### config.mk
export PLATFORM = sky130hd
export DESIGN_NAME = nps3d_ctrl
export DESIGN_NICKNAME = d
export VERILOG_FILES = /design/src/rtl/core/nearest_point_search_3d_macros.svh /design/src/rtl/core/nps3d_pkg.sv /design/src/rtl/core/nps3d_ctrl.sv
export SDC_FILE = /design/constraint.sdc
export NUM_CORES = 1
export LEC_CHECK = 0
export ABC_AREA = 1
export ABC_CLOCK_PERIOD_IN_PS = 810
export BUFFER_PORTS_ARGS = -buffer_cell sky130_fd_sc_hd__buf_2
export CAP_MARGIN = 20
export CORE_AREA = 5 5 42 44
export DETAILED_ROUTE_END_ITERATION = 10
export DIE_AREA = 0 0 47 49
export PLACE_DENSITY = 0.34
export SLEW_MARGIN = 25
export SYNTH_ARGS = -nofsm -noshare
export SYNTH_HDL_FRONTEND = slang
export SYNTH_SLANG_ARGS = --single-unit
export TNS_END_PERCENT = 30
### constraint.sdc
create_clock -name i_clk -period 0.81 [get_ports i_clk]
set_clock_uncertainty 0.1 [all_clocks]
set_input_delay 0.081 -clock i_clk [delete_from_list [all_inputs] [get_ports i_clk]]
set_output_delay 0.081 -clock i_clk [all_outputs]
set_load 0.02 [all_outputs]
### src/rtl/core/nearest_point_search_3d_macros.svh
// Assertion macros for the nearest point search block.
// Used by the datapath; no other dependencies.
`ifndef NEAREST_POINT_SEARCH_3D_MACROS_SVH
`define NEAREST_POINT_SEARCH_3D_MACROS_SVH

// Check a property on every rising clock edge outside reset.
`define NPS3D_ASSERT(label, clk, rst_n, prop, msg) \
    label: assert property (@(posedge clk) disable iff (!rst_n) (prop)) \
        else $error(msg);

// Check that a condition in the next cycle follows from a trigger.
`define NPS3D_ASSERT_NEXT(label, clk, rst_n, trig, cons, msg) \
    `NPS3D_ASSERT(label, clk, rst_n, (trig) |=> (cons), msg)

`endif

### src/rtl/core/nps3d_pkg.sv
// Shared types and constants for the nearest point search block.
// No dependencies.
`timescale 1ns / 1ps
`default_nettype none

package nps3d_pkg;

    localparam int IDX_OUT_W  = 10;
    localparam int DIST_OUT_W = 36;

    typedef enum logic {
        OP_ADD   = 1'b0,
        OP_QUERY = 1'b1
    } t_op;

    typedef enum logic [1:0] {
        ST_IDLE,
        ST_SCAN,
        ST_FINISH
    } t_state;

    // Controller to datapath.
    typedef struct packed {
        logic take;      // input beat accepted this cycle
        logic out_load;  // move the result into the output register
    } t_cmd;

    // Datapath to controller.
    typedef struct packed {
        logic scan_idle; // no read issued and no point in flight
    } t_stat;

endpackage

`default_nettype wire

### src/rtl/core/nps3d_ctrl.sv
// Sequencing state machine: input handshake, scan wait, result hand-off.
// Depends on nps3d_pkg.
`timescale 1ns / 1ps
`default_nettype none

module nps3d_ctrl (
    input  wire logic            i_clk,
    input  wire logic            i_rst_n,
    input  wire logic            i_in_valid,
    input  wire logic            i_out_ready,
    input  wire nps3d_pkg::t_stat i_stat,
    output logic                 o_in_ready,
    output logic                 o_out_valid,
    output nps3d_pkg::t_cmd      o_cmd
);
    import nps3d_pkg::*;

    t_state r_state, n_state;
    logic   r_out_valid, n_out_valid;

    always_ff @(posedge i_clk) begin
        if (!i_rst_n) begin
            r_state     <= ST_IDLE;
            r_out_valid <= 1'b0;
        end else begin
            r_state     <= n_state;
            r_out_valid <= n_out_valid;
        end
    end

    always_comb begin
        n_state        = r_state;
        o_in_ready     = 1'b0;
        o_cmd.take     = 1'b0;
        o_cmd.out_load = 1'b0;
        unique case (r_state)
            ST_IDLE: begin
                o_in_ready = 1'b1;
                if (i_in_valid) begin
                    o_cmd.take = 1'b1;
                    n_state    = ST_SCAN;
                end
            end
            ST_SCAN: begin
                // wait for the last point to clear the compare stage
                if (i_stat.scan_idle) begin
                    n_state = ST_FINISH;
                end
            end
            ST_FINISH: begin
                // load once the output slot is free or draining now
                if (!r_out_valid || i_out_ready) begin
                    o_cmd.out_load = 1'b1;
                    n_state        = ST_IDLE;
                end
            end
            default: begin
                n_state = ST_IDLE;
            end
        endcase

        if (o_cmd.out_load) begin
            n_out_valid = 1'b1;
        end else if (i_out_ready) begin
            n_out_valid = 1'b0;
        end else begin
            n_out_valid = r_out_valid;
        end
    end

    assign o_out_valid = r_out_valid;

endmodule

`default_nettype wire

==> results of run 1 <==
[where the power goes]
part | switching [mW] | internal [mW]
clock | 0.0822 | 0.185
combinational | 0.0460 | 0.0549
sequential | 0.0106 | 0.153
[worst max-delay path, delay by kind of cell (launching register included)]
| kind | cells | cell delay, ns |
|---|---|---|
| DFF | 1 | 0.35 |
| and+or+nand+nor | 1 | 0.13 |
| buffers and inverters | 2 | 0.21 |
[Yosys cell counts]
library cell  n  area (sq um)
nand3_1       1          5.00
nand2_1       1          3.75
nand3b_1      1          7.51
o21a_1        1          7.51
a21oi_2       1          8.76
inv_1         4          15.0
nand2_2       1          6.26
dfxtp_1       3          60.1
a21oi_1       1          5.00
nor2_1        1          3.75
nor3_1        1          5.00
buf_4         1          7.51
nor2_2        2          12.5
[flip-flops by register name, summed over array words and instances (netlist names)]
register / count
r_state: 2
o_out_valid: 1
[kinds of logic (layout without fill, tap and decap cells)]
| kind of cell | count (synthesis) | count (layout) | share of synthesized area [%] |
|---|---|---|---|
| and+or+nand+nor | 8 | 8 | 29.7 |
| DFF | 3 | 3 | 40.7 |
| AOI/OAI and AO/OA | 3 | 3 | 14.4 |
| buffers and inverters | 5 | 22 | 15.3 |
[layout make-up]
type	count	area share, %
Clock buffer	4	8.50
Inverter	4	4.86
Timing Repair Buffer	14	32.8
Tap cell	16	6.48
Sequential cell	3	22.3
Multi-Input combinational cell	11	25.1
[metrics by stage]
step	hold WS, ns	std cells	setup WS, ns	utilization, %
floorplan	0.0978	19	-0.0932	-
global placement	0.203	44	-0.112	16.3
detailed placement	0.208	44	-0.133	16.3
CTS	-0.00197	52	-0.302	21.9
global route	0.00551	52	-0.342	22.1
finish	0.00169	52	-0.295	22.1
[how the worst max path moves through the flow]
stage | cells after the start | end
6_report | 3 | o_cmd[0]
4_1_cts | 4 | o_cmd[0]
3_5_place_dp | 3 | r_state[1]
5_1_grt | 3 | o_cmd[0]
3_3_place_gp | 3 | r_state[1]
2_1_floorplan | 4 | o_cmd[0]
[per-layer routing]
layer / wire length [um] / up-vias / global-route usage (%)
met1: 217 / 70 / 6.81
met2: 130 / 9 / 4.07
met5: 0 / - / 0
li1: - / 92 / -
met3: 63 / 2 / 5.17
met4: 3 / 0 / 4.15
[repair_timing]
action / in CTS / in global routing
setup buffers: 3 / 0
endpoints found under the hold margin: 1 / 0
hold buffers: 1 / 0
gates cloned: 0 / 0
resized for setup: 8 / 1
setup endpoints to repair: 7 / 7
pin swaps: 5 / 0
==> summary.txt, run 1 <==
STA
  • Final worst-path cycle share: 136%
  • Post-route setup slack: -0.295 ns
  • Final Slew Violations: 0
  • Setup TNS: -1.33 ns
  • # setup viols final: 7
  • Max frequency: 0.905 GHz
  • RSZ-0062 raised after global routing: true
  • Min Tclk post-route: 1.10 ns
  • Final hold vios: 0
  • Slew HR: 91.9%
  • Worst slew pin tran: 0.121 ns

Final layout
  • Layout cell share with drive strength beyond 1: 77.8%
  • Layout Nets: 42
  • Design area: 309 sq um
  • Commonest non-fill, non-tap cells in the layout: buf_4, buf_2, inv_2, clkbuf_4
  • Fill cells: 165
  • Most common cell after layout, fill and taps aside: buf_4
  • Multi-input gate area: 77.6 sq um
  • Reg area: 68.8 sq um
  • Antenna diodes: 0
  • Area Growth Syn to Fin: 109%

Critical path
  • Slowest stage delay, CP: 0.35 ns
  • Type of origin of the critical path: flip-flop
  • CP Capture Type: output port
  • Crit. Startpoint: r_state[1]
  • Worst-path fanout max: 2
  • Flop2flop setup slack: -0.19 ns
  • WP data arrival: 0.92 ns
  • Worst r2r dst: r_state[0]
  • CP Class: reg2out
  • CP Cell Sequence: inv_2 -> nor3_2 -> buf_4
  • Critical path required time: 0.63 ns
  • Reg2reg path depth: 5
  • R2R Path Start: r_state[1]
  • Worst path slowest cell: dfxtp_2

Drt
  • Routed vias/inst: 3.33
  • DR vias: 173
  • DRT Pass-1 Iters: 2
  • Routed wire per std cell: 7.96 um
  • DRC viols: 0
  • Detailed Route Iter0 Violations: 8
  • Routed WL: 414 um
  • Routed Antenna Nets: 0

Flow run
  • MaxCap Viol Count: 0

Logic synthesis
  • Synth Register Bits: 3
  • Synth Warn #: 0
  • Sequential cell area fraction in the yosys report: 40.7%
  • Synthesized area per cell: 7.77 sq um
  • Post-Syn Area: 148 sq um
  • Count of cell types in the netlist: 13
  • Post-Synthesis Cells: 19
  • Syn nets: 24

Power and ir drop
  • Power per Cell Area: 1720 nW/um^2
  • Total Power: 0.532 mW
  • Worst VDD drop: 0.764 mV
  • P_leak: 0.139 nW

GRT
  • GRT overflow: 0
  • Initial antenna violation count: 0
  • First-pass GRT wire length: 765 um
  • Vias in the first global route: 180
  • Pin count of the biggest net entering global routing: 5
  • GR Util All Layers: 5.07%

Placed design
  • Port buffer count: 8
  • Routability cong.: 0.681
  • Area post-placement: 228 sq um

Floorplan
  • Initial Util: 10.5%
  • Die Area: 2300 sq um
  • Row count: 14
  • I/O pins: 9
  • Die W: 47 um
  • Die Ht: 49 um
  • CORE AREA: 1400 sq um

CTS
  • TritonCTS clock tree: built
  • Clock Tree Root: clkbuf_4
  • Skew-Pair Late Insertion Delay: 0.24 ns
  • Num CTS Buffers: 3
  • Clk sinks: 3
  • H-tree levels: 1
  • Clock-pin slew on the worst setup and hold paths: 0.04 ns
  • CTS Buffer Depth: 2

Worst hold path
  • Hold Path Depth: 3
  • Startpoint of the worst hold path: i_rst_n
  • Hold Path Sink: r_state[0]
  • Hold crit path type: in2reg

Outcome
  • Failing checks: negative setup slack
  • Outcome: finished with violations
(Power assumes the default switching activity.)
==> run 2, diff against run 1 <==
--- a/config.mk
+++ b/config.mk
@@ -15,2 +15,3 @@
 export PLACE_DENSITY = 0.34
+export SKIP_CTS_REPAIR_TIMING = 1
 export SLEW_MARGIN = 25
--- a/constraint.sdc
+++ b/constraint.sdc
@@ -4,2 +4,2 @@
 set_output_delay 0.081 -clock i_clk [all_outputs]
-set_load 0.02 [all_outputs]
+set_load 0.005 [all_outputs]
==> summary.txt, run 2 (synthesis results as in run 1) <==
GRT
  • Pin count of the biggest net entering global routing: 6 (was 5)
  • GR Util All Layers: 4.15% (was 5.07%)
  • GRT overflow: 0 (unchanged)
  • First-pass GRT wire length: 572 um (was 765 um)
  • Initial antenna violation count: 0 (unchanged)
  • Vias in the first global route: 142 (was 180)

CTS
  • Clk sinks: 3 (unchanged)
  • CTS Buffer Depth: 2 (unchanged)
  • H-tree levels: 1 (unchanged)
  • Num CTS Buffers: 3 (unchanged)
  • TritonCTS clock tree: built (unchanged)
  • Clock-pin slew on the worst setup and hold paths: 0.03 ns (was 0.04 ns)
  • Clock Tree Root: clkbuf_4 (unchanged)
  • Skew-Pair Late Insertion Delay: 0.23 ns (was 0.24 ns)

STA
  • Post-route setup slack: -0.270 ns (was -0.295 ns)
  • Final hold vios: 1 (was 0)
  • Setup TNS: -0.786 ns (was -1.33 ns)
  • Final worst-path cycle share: 133% (was 136%)
  • RSZ-0062 raised after global routing: true (unchanged)
  • # setup viols final: 7 (unchanged)
  • Hold_ws: -0.0300 ns (was 0.00169 ns)
  • Final Slew Violations: 0 (unchanged)
  • Min Tclk post-route: 1.08 ns (was 1.10 ns)
  • Slew HR: 90.4% (was 91.9%)
  • Max frequency: 0.926 GHz (was 0.905 GHz)
  • Worst slew pin tran: 0.143 ns (was 0.121 ns)

Drt
  • Routed WL: 409 um (was 414 um)
  • DRT Pass-1 Iters: 4 (was 2)
  • Routed vias/inst: 3.39 (was 3.33)
  • DR vias: 156 (was 173)
  • DRC viols: 0 (unchanged)
  • Routed wire per std cell: 8.89 um (was 7.96 um)
  • Routed Antenna Nets: 0 (unchanged)
  • Detailed Route Iter0 Violations: 1 (was 8)

Final layout
  • Most common cell after layout, fill and taps aside: buf_2 (was buf_4)
  • Design area: 258 sq um (was 309 sq um)
  • Layout Nets: 36 (was 42)
  • Layout cell share with drive strength beyond 1: 76.7% (was 77.8%)
  • Fill cells: 169 (was 165)
  • Finished Layout Cells: 46 (was 52)
  • Area Growth Syn to Fin: 74.6% (was 109%)
  • Commonest non-fill, non-tap cells in the layout: buf_2, clkbuf_4, dfxtp_2 (was buf_4, buf_2, inv_2, clkbuf_4)
  • Multi-input gate area: 86.3 sq um (was 77.6 sq um)
  • Max reg flops: 2 (unchanged)
  • Largest Register: r_state (unchanged)
  • Reg area: 63.8 sq um (was 68.8 sq um)
  • Antenna diodes: 0 (unchanged)

Critical path
  • CP Capture Type: output port (unchanged)
  • Slowest stage delay, CP: 0.34 ns (was 0.35 ns)
  • Cell family with most CP delay: flip-flops (unchanged)
  • Type of origin of the critical path: flip-flop (unchanged)
  • WP data arrival: 0.90 ns (was 0.92 ns)
  • Critical path required time: 0.63 ns (about the same)
  • Worst-path fanout max: 4 (was 2)
  • CP Cell Sequence: inv_2 -> nor3_2 -> buf_2 (was inv_2 -> nor3_2 -> buf_4)
  • CP Class: reg2out (unchanged)
  • Worst path bufs/invs: 2 (unchanged)
  • Worst path slowest cell: dfxtp_2 (unchanged)

Flow run
  • MaxCap Viol Count: 0 (unchanged)

Placed design
  • Routability cong.: 0.636 (was 0.681)
  • Post-DP HPWL: 293 um
  • Area post-placement: 204 sq um (was 228 sq um)
  • Placed insts: 42 (was 44)
  • Port buffer count: 8 (unchanged)

Floorplan
  • CORE AREA: 1400 sq um (unchanged)
  • Die W: 47 um (unchanged)
  • Die Area: 2300 sq um (unchanged)
  • Die Ht: 49 um (unchanged)
  • I/O pins: 9 (unchanged)
  • Row count: 14 (unchanged)
  • Initial Util: 10.5% (unchanged)

Power and ir drop
  • Worst VDD drop: 0.710 mV (was 0.764 mV)
  • Power per Cell Area: 1890 nW/um^2 (was 1720 nW/um^2)
  • P_leak: 0.111 nW (was 0.139 nW)
  • Total Power: 0.487 mW (was 0.532 mW)

Outcome
  • Outcome: finished with violations (unchanged)
  • Failing checks: negative hold slack, negative setup slack (was negative setup slack)

Worst hold path
  • Hold crit path type: in2reg (unchanged)
## run 2: cell count changes in the layout (fill, tap and decap cells not counted), sizes merged
| cell | before | now |
|---|---|---|
| dlygate4sd3 | 1 | 0 |
| buf | 13 | 8 |
## run 2: final timing paths
kind / cells after the start / endpoint / start / slack (ns)
worst min-delay path: 2 / o_out_valid / i_rst_n / -0.03
worst max register to register: 4 / r_state[1] / r_state[1] / -0.05
worst min register to register: 3 / r_state[0] / r_state[1] / 0.44
worst max-delay path: 3 / o_cmd[0] / r_state[1] / -0.27
## run 2: cell type report
class | instances | area share [%]
well taps | 16 | 7.77
multi-input cells | 11 | 33.5
repair buffers | 8 | 18.0
inverters | 4 | 5.83
flip-flops and latches | 3 | 24.8
clock buffers | 4 | 10.2
## run 2: worst register-to-register path, delay by kind of cell (launching register included)
kind	cells	cell delay (ns)
buffers and inverters	1	0.06
DFF	1	0.34
AOI/OAI and AO/OA	1	0.12
and+or+nand+nor	2	0.17
## run 2: report_power, final
part           switching [mW]  internal (mW)
clock network          0.0749          0.184
registers              0.0109          0.157
logic                  0.0295         0.0301
total                   0.115          0.371
## run 2: stage by stage
| step | setup WS, ns | util (%) |
|---|---|---|
| floorplan | -0.0300 | - |
| global placement | -0.0719 | 14.6 |
| detailed placement | -0.0784 | 14.6 |
| CTS | -0.333 | 16.4 |
| global route | -0.312 | 18.4 |
| finish | -0.270 | 18.4 |
## run 2: per-layer routing
metal / vias up / share of wire [%] / global-route usage [%] / wire length [um]
li1: 82 / - / - / -
met1: 63 / 41 / 4.39 / 166
met2: 9 / 40 / 3.17 / 164
met3: 2 / 17 / 5.90 / 70
met4: 0 / 2.0 / 4.15 / 8
met5: - / 0 / 0 / 0
